**config.mk**
```make
export PLATFORM = sky130hd
export DESIGN_NAME = tvdr_queue
export DESIGN_NICKNAME = d
export VERILOG_FILES = /design/src/design/tvdr_pkg.sv /design/src/design/tvdr_queue.sv
export SDC_FILE = /design/constraint.sdc
export NUM_CORES = 1
export LEC_CHECK = 0
export ABC_CLOCK_PERIOD_IN_PS = 25100
export BUFFER_PORTS_ARGS = -buffer_cell sky130_fd_sc_hd__buf_2
export CELL_PAD_IN_SITES_DETAIL_PLACEMENT = 0
export CELL_PAD_IN_SITES_GLOBAL_PLACEMENT = 2
export CORE_UTILIZATION = 42
export DETAILED_ROUTE_END_ITERATION = 12
export GPL_TIMING_DRIVEN = 1
export MAX_ROUTING_LAYER = met4
export PLACE_DENSITY = 0.94
export SETUP_SLACK_MARGIN = 0.3
export SLEW_MARGIN = 5
export SYNTH_ARGS = -nofsm -noshare
export SYNTH_HDL_FRONTEND = slang
export SYNTH_SLANG_ARGS = --single-unit
```
**constraint.sdc**
```tcl
create_clock -name aclk -period 25.1 [get_ports aclk]
set_input_delay 5.02 -clock aclk [delete_from_list [all_inputs] [get_ports aclk]]
set_output_delay 5.02 -clock aclk [all_outputs]
set_load 0.01 [all_outputs]
```
**src/design/tvdr_pkg.sv**
```systemverilog
`timescale 1ns / 1ps
// tvdr_pkg: types, register indexes and constants for the triangle vertex depth block.
// No dependencies; imported by every other file in design/.
package tvdr_pkg;

    localparam int TVDR_QUEUE_DEPTH = 2;

    localparam int CFG_IDX_W  = 2;
    localparam int CFG_DATA_W = 16;

    localparam logic [CFG_IDX_W-1:0] REG_DEPTH_MODE   = 2'd0;
    localparam logic [CFG_IDX_W-1:0] REG_BIAS_ENABLE  = 2'd1;
    localparam logic [CFG_IDX_W-1:0] REG_DEPTH_OFFSET = 2'd2;

    localparam logic [1:0] MODE_Z = 2'd0;
    localparam logic [1:0] MODE_W = 2'd1;

    localparam logic [1:0] VTX_A = 2'd0;
    localparam logic [1:0] VTX_B = 2'd1;
    localparam logic [1:0] VTX_C = 2'd2;

    localparam logic [15:0] DEPTH_MAX     = 16'hffff;
    localparam logic [15:0] W_EMPTY_DEPTH = 16'hf001;
    localparam logic [4:0]  W_SHIFT_BASE  = 5'd19;

    typedef struct packed {
        logic signed [15:0] ax;
        logic signed [15:0] ay;
        logic signed [15:0] bx;
        logic signed [15:0] by;
        logic signed [15:0] cx;
        logic signed [15:0] cy;
        logic signed [63:0] depth_start;
        logic signed [63:0] depth_grad_x;
        logic signed [63:0] depth_grad_y;
    } in_item_t;

    typedef struct packed {
        logic [1:0]  vertex_index;
        logic [15:0] depth_value;
        logic        last_vertex;
    } out_item_t;

    // triangle after the front end: offsets of B and C from A
    typedef struct packed {
        logic signed [16:0] dx_b;
        logic signed [16:0] dy_b;
        logic signed [16:0] dx_c;
        logic signed [16:0] dy_c;
        logic        [63:0] start;
        logic        [63:0] grad_x;
        logic        [63:0] grad_y;
    } tri_t;

    typedef struct packed {
        logic [1:0]  depth_mode;
        logic        bias_enable;
        logic [15:0] depth_offset;
    } cfg_t;

endpackage

```
**src/design/tvdr_queue.sv**
```systemverilog
`timescale 1ns / 1ps
// tvdr_queue: short register FIFO of triangles between front and back ends.
// Depends on tvdr_pkg.
module tvdr_queue import tvdr_pkg::*; #(
    parameter int DEPTH = TVDR_QUEUE_DEPTH
) (
    input  logic aclk,
    input  logic aresetn,
    input  logic push,
    input  tri_t push_data,
    output logic full,
    input  logic pop,
    output logic head_valid,
    output tri_t head_data
);

    localparam int PTR_W = $clog2(DEPTH);
    localparam int CNT_W = $clog2(DEPTH + 1);

    tri_t             mem_reg [DEPTH];
    logic [PTR_W-1:0] wr_ptr_reg, wr_ptr_next;
    logic [PTR_W-1:0] rd_ptr_reg, rd_ptr_next;
    logic [CNT_W-1:0] count_reg, count_next;
    logic             do_push, do_pop;

    assign full       = (count_reg == CNT_W'(DEPTH));
    assign head_valid = (count_reg != '0);
    assign head_data  = mem_reg[rd_ptr_reg];
    assign do_push    = push && !full;
    assign do_pop     = pop && head_valid;

    always_comb begin
        wr_ptr_next = wr_ptr_reg;
        rd_ptr_next = rd_ptr_reg;
        count_next  = count_reg;
        if (do_push) begin
            wr_ptr_next = (wr_ptr_reg == PTR_W'(DEPTH - 1)) ? '0 : wr_ptr_reg + 1'b1;
        end
        if (do_pop) begin
            rd_ptr_next = (rd_ptr_reg == PTR_W'(DEPTH - 1)) ? '0 : rd_ptr_reg + 1'b1;
        end
        if (do_push && !do_pop) begin
            count_next = count_reg + 1'b1;
        end else if (do_pop && !do_push) begin
            count_next = count_reg - 1'b1;
        end
    end

    always_ff @(posedge aclk) begin
        if (!aresetn) begin
            wr_ptr_reg <= '0;
            rd_ptr_reg <= '0;
            count_reg  <= '0;
        end else begin
            wr_ptr_reg <= wr_ptr_next;
            rd_ptr_reg <= rd_ptr_next;
            count_reg  <= count_next;
        end
    end

    always_ff @(posedge aclk) begin
        if (do_push) begin
            mem_reg[wr_ptr_reg] <= push_data;
        end
    end

endmodule

```
Word level (Yosys, flattened, before mapping)
Memories as Yosys holds them, arrays and structs flattened. A register that Yosys moved wholly into a read port is not among the register bits.
Cells that the tools add are included.
{"block": "totals", "ff_bits": 4, "latchBits": 0, "ram_bits": 520, "mem_bits_ro": 0, "input_bits": 264, "out_inout_bits": 262, "word_cells": 26, "memories": 1}
{"block": "classes", "n_addsub": 4, "n_mul": 0, "div_mod_pow": 0, "n_lt_le_gt_ge": 0, "n_eq_ne": 1, "shift": 0, "muxes": 8, "bitwise_logic": 0, "n_reduce_logical": 9}
{"memory": "mem_reg", "words": 2, "word_bits": 260, "read_ports": 1, "rd_ports_with_merged_regs": 1, "write_ports": 1, "line_no": "tvdr_queue.sv:20", "text": "tri_t mem_reg [DEPTH];"}
{"operator": "$mux W1", "count": 6}
{"operator": "$logic_and A1 B1 Y1", "count": 4}
{"operator": "$mux W2", "count": 2}
{"operator": "$reduce_bool A2 Y1", "count": 2}
{"operator": "$logic_not A1 Y1", "count": 3}
{"operator": "$add A1 B1 Y1 const B", "count": 2}
{"operator": "$add A2 B1 Y2 const B", "count": 1}
{"operator": "$eq A2 B2 Y1 const B", "count": 1}
{"operator": "$sub A2 B1 Y2 const B", "count": 1}

Longest topological paths before layout
{"block": "depth", "depth_word": 7, "ltp_mapped": 7, "ltp_nobuf": 7}

Least setup slack after synthesis
Ideal clock, no wire load.
{"block": "synth_timing", "path_type": "input -> register", "from": "in push", "to": "reg wr_ptr_reg", "setup_ns": 0.104, "t_arrival_ns": 15.797, "required_ns": 24.996, "path_slack_ns": 9.199, "stages": 3, "n_path_buf": 0, "path_cell_list": "inv_1 nor3_2 o21a_1"}
{"block": "synth_via", "elab_chain_len": 1}
{"item": "start: declaration", "line_no": "tvdr_queue.sv:9", "text": "input logic push,"}
{"item": "$logic_and A1 B1 Y1", "line_no": "tvdr_queue.sv:29", "text": "assign do_push = push && !full;"}
{"item": "end signal: assignment", "line_no": "tvdr_queue.sv:55", "text": "wr_ptr_reg <= wr_ptr_next;"}
{"item": "end: declaration", "line_no": "tvdr_queue.sv:21", "text": "logic [PTR_W-1:0] wr_ptr_reg, wr_ptr_next;"}
No other way between the ends.
A chain may end at the register's enable or synchronous reset.

==> metrics.yaml <==
synthesis:
  syn_nets: 1099
  yosysUniqueCellTypes: 22
  yosysMostFrequentCell: "edfxtp_1"
  netlist_instances: 834
  synth_ff_type: "edfxtp_1"
  yosys-top-cells-count: "edfxtp_1 (520), mux2_4 (200), mux2_2 (60), buf_6 (23), buf_2 (6)"
  synth_top_area_share: 0.788
  synth_area_per_cell_um2: 23.8
  synth_warnings: 0
  synth-async-reset-ratio: 0
  ys_top_cells_by_area: "edfxtp_1 (79%), mux2_4 (15%), mux2_2 (3.4%)"
  yosysTopAreaCell: "edfxtp_1"
  netlist_area_um2: 19800
  synth-seq-cells: 525
  seq_area_frac_synth: 0.793
  synth_edf_count: 520
detailed_routing:
  vias: 9782
  antenna_left: 0
  route.detailed.drc: 0
  drtIter0Drc: 548
  vias_per_cell: 4.76
  detail_route.first_pass.iterations: 6
  wl_um: 40600
  wl_per_cell_um: 19.7
placement:
  dpl.cell_count: 1946
  place.gp.congestion: 0.768
  port_buffers: 525
  place_hpwl_um: 27400
global_route:
  met3_usage: 0.0671
  grt_max_degree: 153
  globalRouteMet1Util: 0.184
  grtUsageMet2: 0.278
  first_global_vias: 9994
  grt-ovfl-total: 0
  antenna_found_initial: 15
  grt-busiest-layer: "met2"
  grt_pass1_wl_um: 57900
  grtUsageTotal: 0.168
setup_path:
  path_max_fanout: 152
  critPathKind: "reg2out"
  cpLargestDelayFamily: "flip-flops"
  cp_slowest_cell: "dfxtp_4"
  cp_cell_sequence: "buf_12 > mux2_2 > buf_2"
  worstSetupEndpointType: "output port"
  required_ns: 20.08
  crit_arrival_ns: 3.31
  crit_path_start_kind: "flop"
  crit_buf_inv: 2
  max_stage_delay_ns: 0.91
sta:
  slew_violations: 0
  hold_viol: 0
  finalSetupViolCount: 0
  rsz0062_at_grt: "false"
  fin_skew_ns: 0.0142
  setup_tns_ns: 0
  period_needed_ns: 8.33
  hold_ws_ns: 0.546
  post-route-period-util: 0.332
  relSlewSlack: 0.0197
  worst_pin_slew_ns: 1.47
  fmax_ghz: 0.120
finish:
  layout-drive-gt1-share: 0.610
  n_fill_cell: 3693
  largest_register_ffs: 520
  layout.nets: 1659
  area_delta_synth_final_pct: 25.0
  fin_cells: 2056
  final_util: 0.532
cts:
  cts_setup_buffers: 0
  cts_resized: 0
  clkSlewWorstSetupHoldPaths_ns: 0.06
  tritoncts: "built"
  cts.sinks: 525
  cts_inserted_buffers: 53
  clk_latency_ns: 0.58
  h-tree-depth: 2
  root_buffer: "clkbuf_16"
  hold_buffers: 0
  clk_path_buf_depth: 3
die:
  core-area_um2: 46600
  start_util: 0.426
  die_h_um: 219
  dieArea_um2: 48100
  pin_count: 526
  num_rows: 79
  die_w_um: 219
min_path:
  hp-class: "reg2reg"
outcome:
  status: "finished, final reports clean"
power_and_ir_drop:
  power_density_nw_per_um2: 104
  leakagePower_nw: 9.56
  ir_drop_mv: 0.0843
  total_power_mw: 2.58
flow_run:
  drv_cap: 0
[power by group]
part           switching (mW)  internal, mW  total, mW
registers              0.0407          1.10       1.14
clock network           0.317         0.462      0.778
logic                   0.331         0.331      0.662
total                   0.688          1.90       2.58
[layout by cell type (no fill, tap or decap), types with 3 or more instances in the layout]
cell type / Yosys / final
and2_1: 3 / 3
buf_2: 6 / 525
buf_4: 0 / 8
bufinv_16: 0 / 6
clkbuf_1: 0 / 11
clkbuf_16: 0 / 55
clkinv_1: 0 / 7
clkinv_2: 0 / 8
clkinvlp_4: 0 / 4
dfxtp_1: 5 / 4
diode_2: 0 / 15
edfxtp_1: 520 / 520
mux2_2: 60 / 60
mux2_4: 200 / 200
[metrics by stage]
stage	area, um^2	setup WS, ns
3_5_place_dp	23000	17.09
3_3_place_gp	23000	17.15
6_report	24800	16.77
2_1_floorplan	19800	9.20
4_1_cts	24700	16.89
5_1_grt	24800	16.72
[final cells by class]
cell class / instances / area, um^2 / share of cell area
Antenna cell: 15 / 37.5 / 0.00151
Inverter: 2 / 7.51 / 0.000303
Timing Repair Buffer: 534 / 2710 / 0.109
Sequential cell: 525 / 15700 / 0.634
Tap cell: 607 / 759 / 0.0307
Multi-Input combinational cell: 278 / 3820 / 0.154
Clock inverter: 29 / 312 / 0.0126
Clock buffer: 66 / 1420 / 0.0572
[tightest hold or removal path, stage by stage (launching register included)]
cell and delay (ns):
dfxtp_1 0.34, o21ai_0 0.09, a21boi_1 0.07
[metal layers]
metal,wire [um],vias to the layer above
li1,-,4482
met1,15500,4866
met2,20400,370
met3,3820,64
met4,821,0
met5,0,-
[path summary, 6_finish.rpt]
check                            startpoint                        end  slack [ns]  cells past startpoint
hold / removal    count_reg[1]$_SDFFE_PN0P_  count_reg[1]$_SDFFE_PN0P_        0.55                      2
setup / recovery                       flop             head_data[259]       16.77                      3
setup reg to reg  count_reg[0]$_SDFFE_PN0P_  mem_reg[1][209]$_DFFE_PP_       21.72                      4
hold reg to reg   count_reg[1]$_SDFFE_PN0P_  count_reg[1]$_SDFFE_PN0P_        0.55                      2
[cell families (layout without fill, tap and decap cells)]
| logic type | Yosys count | count (layout) | synth area share |
|---|---|---|---|
| buf+inv | 31 | 631 | 0.0150 |
| mux | 260 | 260 | 0.186 |
| fa+ha+maj | 1 | 1 | 0.000631 |
| flops | 525 | 525 | 0.793 |
| compound gates | 5 | 5 | 0.00164 |
| simple gates | 9 | 9 | 0.00290 |
| xor+xnor | 3 | 3 | 0.00133 |
| other cells | 0 | 15 | 0 |
No activity file was read; power rests on OpenSTA's default activity.
