### config.mk
export PLATFORM = sky130hd
export DESIGN_NAME = tvdr_front
export DESIGN_NICKNAME = d
export VERILOG_FILES = /design/src/design/tvdr_pkg.sv /design/src/design/tvdr_front.sv
export SDC_FILE = /design/constraint.sdc
export NUM_CORES = 1
export LEC_CHECK = 0
export BUFFER_PORTS_ARGS = -buffer_cell sky130_fd_sc_hd__buf_2
export CORE_AREA = 2 2 215 217
export DETAILED_ROUTE_END_ITERATION = 16
export DIE_AREA = 0 0 217 219
export PLACE_DENSITY = 0.33
export SLEW_MARGIN = 0
export SYNTH_ARGS = -nofsm -noshare
export SYNTH_HDL_FRONTEND = slang
export SYNTH_SLANG_ARGS = --single-unit
### constraint.sdc
create_clock -name vclk -period 4.7
set_clock_uncertainty 0.05 [all_clocks]
set_input_delay 0.94 -clock vclk [all_inputs]
set_output_delay 0.94 -clock vclk [all_outputs]
set_load 0.01 [all_outputs]
### src/design/tvdr_pkg.sv
`timescale 1ns / 1ps
// tvdr_pkg: types, register indexes and constants for the triangle vertex depth block.
// No dependencies; imported by every other file in design/.
package tvdr_pkg;

    localparam int TVDR_QUEUE_DEPTH = 2;

    localparam int CFG_IDX_W  = 2;
    localparam int CFG_DATA_W = 16;

    localparam logic [CFG_IDX_W-1:0] REG_DEPTH_MODE   = 2'd0;
    localparam logic [CFG_IDX_W-1:0] REG_BIAS_ENABLE  = 2'd1;
    localparam logic [CFG_IDX_W-1:0] REG_DEPTH_OFFSET = 2'd2;

    localparam logic [1:0] MODE_Z = 2'd0;
    localparam logic [1:0] MODE_W = 2'd1;

    localparam logic [1:0] VTX_A = 2'd0;
    localparam logic [1:0] VTX_B = 2'd1;
    localparam logic [1:0] VTX_C = 2'd2;

    localparam logic [15:0] DEPTH_MAX     = 16'hffff;
    localparam logic [15:0] W_EMPTY_DEPTH = 16'hf001;
    localparam logic [4:0]  W_SHIFT_BASE  = 5'd19;

    typedef struct packed {
        logic signed [15:0] ax;
        logic signed [15:0] ay;
        logic signed [15:0] bx;
        logic signed [15:0] by;
        logic signed [15:0] cx;
        logic signed [15:0] cy;
        logic signed [63:0] depth_start;
        logic signed [63:0] depth_grad_x;
        logic signed [63:0] depth_grad_y;
    } in_item_t;

    typedef struct packed {
        logic [1:0]  vertex_index;
        logic [15:0] depth_value;
        logic        last_vertex;
    } out_item_t;

    // triangle after the front end: offsets of B and C from A
    typedef struct packed {
        logic signed [16:0] dx_b;
        logic signed [16:0] dy_b;
        logic signed [16:0] dx_c;
        logic signed [16:0] dy_c;
        logic        [63:0] start;
        logic        [63:0] grad_x;
        logic        [63:0] grad_y;
    } tri_t;

    typedef struct packed {
        logic [1:0]  depth_mode;
        logic        bias_enable;
        logic [15:0] depth_offset;
    } cfg_t;

endpackage

### src/design/tvdr_front.sv
`timescale 1ns / 1ps
// tvdr_front: accepts triangle items and forms vertex offsets relative to vertex A.
// Depends on tvdr_pkg; feeds tvdr_queue.
module tvdr_front import tvdr_pkg::*; (
    input  logic     s_valid,
    output logic     s_ready,
    input  in_item_t s_item,
    input  logic     q_full,
    output logic     q_push,
    output tri_t     q_data
);

    assign s_ready = !q_full;
    assign q_push  = s_valid && !q_full;

    always_comb begin
        q_data.dx_b   = {s_item.bx[15], s_item.bx} - {s_item.ax[15], s_item.ax};
        q_data.dy_b   = {s_item.by[15], s_item.by} - {s_item.ay[15], s_item.ay};
        q_data.dx_c   = {s_item.cx[15], s_item.cx} - {s_item.ax[15], s_item.ax};
        q_data.dy_c   = {s_item.cy[15], s_item.cy} - {s_item.ay[15], s_item.ay};
        q_data.start  = s_item.depth_start;
        q_data.grad_x = s_item.depth_grad_x;
        q_data.grad_y = s_item.depth_grad_y;
    end

endmodule

== Word level (Yosys, flattened, before mapping) ==
Cells that the tools add are included.

* Register bits after elaboration: 0
* Latch bits: 0
* Memory bits (writable): 0
* Memory bits (read-only): 0
* Word-level logic and storage cells: 6
* Memories kept: 0

* Add/sub/neg operators: 4
* Multiply operators: 0
* Divide/modulo/power cells: 0
* $lt $le $gt $ge: 0
* Eq/ne operators: 0
* Shifts and indexed selects: 0
* Multiplexer cells: 0
* Bitwise operators: 0
* Reduce and logical (&&, ||, !) cells: 2

{| class="wikitable"
|+ Operators with widths
! operator !! number
|-
| 16-bit by 16-bit subtractor with 17-bit output || 4
|-
| 1-bit logical AND || 1
|-
| 1-bit zero test || 1
|}

== Longest topological paths before layout ==
Gate-level depths: netlist (run 1).

* Depth after elaboration: 2
* Mapped depth: 9
* Depth with buffers taken out: 9

== Least setup slack after synthesis (run 1) ==
Ideal clock, no wire load.

* Path type: input-to-output
* Start: input port s_item[240] (netlist bit)
* End: output port q_data[255] (netlist bit)
* Data arrival time: 2.794 ns
* Required time: 3.710 ns
* Slack: 0.916 ns
* Stages: 9
* Path buffers: 0
* Cell sequence: inv_1 ha_1 fa_1 inv_1 a21o_1 a221o_1 o31ai_1 nand2_1 o311ai_0

{| class="wikitable"
|+ RTL lines
! item !! RTL line !! RTL
|-
| start: declaration || tvdr_front.sv:7 || <nowiki>input in_item_t s_item,</nowiki>
|-
| end: declaration || tvdr_front.sv:10 || <nowiki>output tri_t q_data</nowiki>
|}

==> results of run 1 <==
logic make-up after synthesis:
logic type,Yosys count
AND/OR/NAND/NOR,128
adder cells (fa/ha/maj),68
AO/OA/AOI/OAI,148
multiplexers,2
XOR/XNOR,44
buffers and inverters,262
cells in the mapped netlist, drive strengths merged, types with 11 or more instances:
| cell type | count | area (µm²) |
|---|---|---|
| buf | 192 | 1441 |
| ha | 64 | 800.8 |
| inv | 64 | 240.2 |
| a21oi | 42 | 210.2 |
| xnor2 | 34 | 297.8 |
| nor2 | 32 | 120.1 |
| nand2 | 24 | 90.09 |
| o21ai | 24 | 120.1 |
| a21o | 14 | 105.1 |
| nand2b | 14 | 87.58 |
| o211ai | 12 | 90.09 |
| nand3 | 11 | 55.05 |
| nor2b | 11 | 68.82 |
| nor3 | 11 | 55.05 |
area by class of cell:
class	instances	area, µm²	share of cell area [%]
tap	600	750.7	15.79
timing repair buffer	168	840.8	17.68
multi-input combinational	390	2923	61.47
inverter	64	240.2	5.053
report_power, final:
part / switching (W) / internal (W)
sequential: 0 / 0
clock: 0 / 0
combinational: 0.000386 / 0.000300
metal layers:
metal  global-route usage, %  vias up  part of all wire, %
met3                   2.592       74                   12
met1                   6.495     1799                   39
met4                   3.151        0                  5.7
met5                       0        -                    0
li1                        -     1990                    -
met2                   8.935      229                   44
final timing paths:
check	to	cells past startpoint
max	q_data[206]	11
min	q_data[106]	0
cells in the final DEF (no fill, tap or decap), types with 12 or more instances in the layout:
cell type	synthesis	final
buf_2	0	168
inv_1	64	64
ha_1	64	64
a21oi_1	42	42
xnor2_1	34	34
nor2_1	32	32
nand2_1	24	24
o21ai_0	23	23
a21o_1	14	14
nand2b_1	14	14
o211ai_1	12	12
metrics by stage:
step | total power (W) | setup WS [ns] | cells | cell area [µm²]
2_1_floorplan | 0.0006024 | 0.9156 | 652 | 4627
6_report | 0.0006862 | 0.4454 | 1222 | 4755
3_5_place_dp | 0.0006980 | 0.4212 | 1222 | 4755
5_1_grt | 0.0007723 | 0.2275 | 1222 | 4755
3_3_place_gp | 0.0007013 | 0.4548 | 1222 | 4755
4_1_cts | 0.0007018 | 0.4143 | 1222 | 4755
==> summary by stage, run 1 <==
Outcome
The run finished with clean final reports.

Timing
Timing would allow up to 235.0 MHz. The worst pin sits at a relative slew slack of between 60 and 70%. The number of failing hold endpoints at the final stage came to 0.

The worst hold-check slack is 1.830 ns. The aggregate negative setup slack is 0 ns. Setup violations remaining at the end of the flow were counted as 0. The number of max-slew violations in the final report is 0.

The minimum clock period is between 4 and 5 ns. The slew of the pin with the lowest slew margin is 0.5223 ns. Setup repair after global routing left no endpoint under its margin. Dividing the final minimum period by the clock period gives between 90% and 100%.

Finish
Relative to the synthesized area, the layout overhead comes to 2.758%. The number of antenna repair diodes is 0. The clock tree buffer count of the final layout is 0. The number of nets in the final layout is roughly 1000. Measured on the finished design, the core utilization comes to 10.55%.

Summing all flip-flop and latch instances after layout gives 0 µm². The post-route netlist has between 20 and 30% of its cells at a drive strength greater than 1. The total number of sequential cells is 0.

The fill cell instance count of the final layout is approximately 5300.

GRT
After global routing the overflow that remains totals 0. The via count of the first global-routing pass is about 4000. The first global-routing pass estimated around 22000 µm of wire. The pin count of the biggest net entering global routing is 11. The initial antenna violation count is 1. The total routing resource utilization after global routing is approximately 5.7%.

Critical path
The kind of cell with the highest combined delay along the critical path is compound AO/OA/AOI/OAI gates. The required time of the critical path is between 3 and 4 ns. The startpoint class of the critical path is an input pin. Data arrives at the worst endpoint at 3.26 ns. Of all nets on the critical path, the largest fanout is 3. In this design, the stage delay of the slowest critical-path cell is ~0.45 ns. The critical setup path kind is input pin to primary output. In this run the worst setup path begins at s_item[192].

The critical-path cell with the highest stage delay is o31ai_1. The worst setup path is captured at a primary output. The most frequent cell on the critical path is buf_2. The signal on the critical path passes through buf_2 > inv_1 > ha_1 > fa_1 > nor2b_1 > o31ai_1 > a21oi_1 > o221ai_1 > or4b_1 > o311ai_0 > buf_2. The buffer and inverter count on the worst path is 3.

Pwr
The power density relative to cell area is 144.3 nW/µm². Summed over all cells, the static leakage comes to ~2.3 nW. Across the VDD grid, the largest voltage drop is approximately 40 µV.

Route
The total length of routed wires is between 15000 and 20000 µm. The remaining number of nets flagged by the antenna check after routing is 0. After detailed routing, the number of vias per cell comes to between 3 and 4. The via count of the routed design is 4092.

The first TritonRoute pass finished after 4 iterations. For this block, the initial DRC count from the detailed router was 169. Dividing the detail-routed wire length by the instance count gives between 10 and 15 µm. After detailed routing, the number of remaining DRC violations is 0.

Synth
Of the total synthesized cell area, the portion taken by XOR and XNOR cells is under 10%. The post-synthesis instance area is 4627 µm². Summing the areas of all and, or, nand and nor instances in the mapped netlist gives between 10% and 20% of the synthesized area.

The count of mapped cells out of synthesis is 652. The compound-cell area share of the yosys netlist is between 20% and 30%. The synthesized netlist devotes 19.04% of its cell area to adder and majority cells. Synthesis produced a netlist with a net count of between 1000 and 1500. Sequential elements use 0% of the synthesized area. A synthesized cell averages 7.097 µm². The warning count from the yosys run is 0. In the synthesized netlist, mux cells make up 0.4327% of the area. The netlist uses 54 different library cells. By area, the combinational part of the netlist is dominated by buffers and inverters.

Die
The overall die area is between 40000 and 50000 µm². The initial utilization of the core area, before any placement, comes to just over 10%. After floorplanning, the core was sized to cover 45090 µm². The floorplan step set the die width to roughly 220 µm.

From bottom edge to top edge, the die measures approximately 220 µm. Pin placement for this block handled 552 I/O pins. The cell row count is between 70 and 80.

Placement
The count of buffers added on input and output ports is about 170. The half-perimeter wire length after detailed placement is around 13000 µm. The congestion estimate from routability-driven global placement came to a little under 0.8.

CTS
In this run, post-CTS repair resized a total of 0 instances. The number of buffers inserted by hold repair at cts is 0. Buffers added to address setup during post-CTS repair amount to 0.

Min path
The worst hold path begins at s_item[106]. The worst min-delay path category is input pin to primary output.

Run
The tool flagged a number of max-cap violations equal to 0.
Note: power is estimated with default switching activity, not from simulation.
==> inputs of run 2 (changes only) <==
--- a/config.mk
+++ b/config.mk
@@ -5,7 +5,7 @@
 export SDC_FILE = /design/constraint.sdc
 export NUM_CORES = 1
 export LEC_CHECK = 0
-export BUFFER_PORTS_ARGS = -buffer_cell sky130_fd_sc_hd__buf_2
+export BUFFER_PORTS_ARGS = -buffer_cell sky130_fd_sc_hd__buf_4
 export CORE_AREA = 2 2 215 217
 export DETAILED_ROUTE_END_ITERATION = 16
 export DIE_AREA = 0 0 217 219
==> run 2 against run 1 <==
Fmax decreased by 0.83%. Combinational power increased by 14%. Sequential share of layout area unchanged. Cell count unchanged. First-iteration DRC count increased by 8.3%. Highest routed layer unchanged.
==> summary by stage, run 2 (synthesized netlist as in run 1, its figures left out) <==
Outcome
The run finished with clean final reports.

Critical path
The critical path starts at s_item[192]. The type of element capturing the critical path is a primary output. The critical path ends at q_data[206]. The startpoint class of the critical path is an input pin. The critical setup path kind is input pin to primary output. The most frequent cell on the critical path is buf_4.

The critical-path cell with the highest stage delay is or4b_1. STA puts the critical path data arrival time at ~3.3 ns. The required time of the critical path is roughly 3.7 ns. Together, buffers and inverters on the worst path number 3. Of all nets on the critical path, the largest fanout is 3. The kind of cell with the highest combined delay on the critical path is compound AO/OA/AOI/OAI gates. The critical path crosses 11 cells after its start point. The delay of the slowest cell on the worst path is 0.45 ns. The signal on the critical path passes through buf_4 > inv_1 > ha_1 > fa_1 > nor2b_1 > o31ai_1 > a21oi_1 > o221ai_1 > or4b_1 > o311ai_0 > buf_4.

Timing
The number of max-slew violations in the final report is 0. Setup repair after global routing left no endpoint under its margin. The final-report setup violation count is 0. The number of failing hold endpoints at the final stage came to 0. The minimum setup slack in the final design is between 0.4 and 0.5 ns. The peak clock frequency supported by timing is 233.1 MHz.

At the pin with the least slew margin, the transition time is 0.5460 ns. The worst path uses between 90 and 100% of the clock period. For the finished layout, the period the worst path requires is 4.290 ns. The relative max-transition margin is about 63%. The aggregate negative setup slack is 0 ns.

Min path
The tightest min-delay check is of the input pin to primary output type.

Die
The top-level port count is 552. The die width is 217 µm. The cell row count is around 80.

For this configuration, the core starts out at a cell density of around 10%. The floorplan step defined a die boundary enclosing between 40000 and 50000 µm². The core region is between 40000 and 50000 µm². The vertical extent of the die is between 200 and 250 µm.

Route
Detailed routing inserted a total of 4075 vias. The post-detailed-route DRC marker count is 0. The initial DRC count is 183. The average detailed-routed wire length per instance is ~13 µm. The final layout contains routed wiring with a total length of 15390 µm. Once detail routing completed, the nets flagged for antenna violations numbered 0. The first detailed-routing pass took 4 iterations. Using the TritonRoute via totals, the vias-per-cell ratio works out to ~3.3.

Finish
Leaving out fill and tap cells, the most frequent cells in the layout are 168 x buf_4, 64 x inv_1, 64 x ha_1. The number of antenna repair diodes is 0. Of the cells placed in the final design, the portion with a size suffix greater than 1 is 27.97%. The library cell used most frequently in the layout, excluding fill and tap cells, is buf_4. The number of nets in the final layout is between 900 and 1000. The area growth from synthesis to final layout is 11.84%.

The flip-flop and latch area is 0 µm². The total number of sequential cells is 0. The layout has 0 clock buffers. The fill cell instance count of the final layout is roughly 5300.

Placement
The pre-CTS setup slack is around 0.42 ns. The number of buffers inserted by port buffering is around 170. The half-perimeter wire length after detailed placement is about 14000 µm.

The routability congestion estimate is 0.7562.

CTS
The buffers inserted during post-CTS setup optimization is 0. In this run, post-CTS hold repair placed 0 buffers. The post-cts repair resize count is 0.

GRT
After global routing the overflow that remains totals 0. The first global-routing pass estimated ~23000 µm of wire. The initial antenna violation count was 0. The via count of the first global-routing pass came to between 4000 and 5000. Entering global routing, the biggest net connects 11 pins. The total routing resource utilization after global routing is 5.910%.

Run
The number of max-cap violations is 0.

Pwr
For this design the static power due to leakage is between 2 and 2.5 nW. The peak supply drop is between 40 and 50 µV. The power density relative to cell area is 150.5 nW/µm².
==> run 2: cell counts in the layout (fill, tap and decap cells not counted) <==
No cell type changed its count.
==> run 2: per-stage QoR <==
stage	power, W	instance area [µm²]	std cells	hold WS (ns)	util, %
global placement	0.0007968	5175	1222	1.830	11.48
detailed placement	0.0007921	5175	1222	1.830	11.48
finish	0.0007791	5175	1222	1.830	11.48
CTS	0.0007963	5175	1222	1.830	11.48
floorplan	0.0006024	4627	652	1.874	-
global route	0.0008656	5175	1222	1.830	11.48
==> run 2: per-layer routing <==
metal	global-route usage [%]	vias up	routed length, µm
met3	2.536	78	1810
met4	3.151	0	853
met2	9.478	230	6907
met1	6.628	1767	5820
li1	-	2000	-
met5	0	-	0
==> run 2: power by group <==
group / total [W] / switching (W) / leakage, nW / internal (W)
Combinational: 0.000779 / 0.000394 / 2.40 / 0.000385
Clock: 0 / 0 / 0 / 0
Sequential: 0 / 0 / 0 / 0
==> run 2: cell type report <==
| cell class | instances | area, µm² | share of cell area [%] |
|---|---|---|---|
| repair buffers | 168 | 1261 | 24.37 |
| inverters | 64 | 240.2 | 4.642 |
| well taps | 600 | 750.7 | 14.51 |
| multi-input cells | 390 | 2923 | 56.48 |
==> run 2: how the worst min path moves through the flow <==
stage	from	end	slack [ns]	depth (start not counted)
final	s_item[106]	q_data[106]	1.83	0
after global routing	s_item[135]	q_data[135]	1.83	0
after CTS	s_item[101]	q_data[101]	1.83	0
after detailed placement	s_item[101]	q_data[101]	1.83	0
after global placement	s_item[101]	q_data[101]	1.83	0
after floorplan	q_full	s_ready	1.87	1
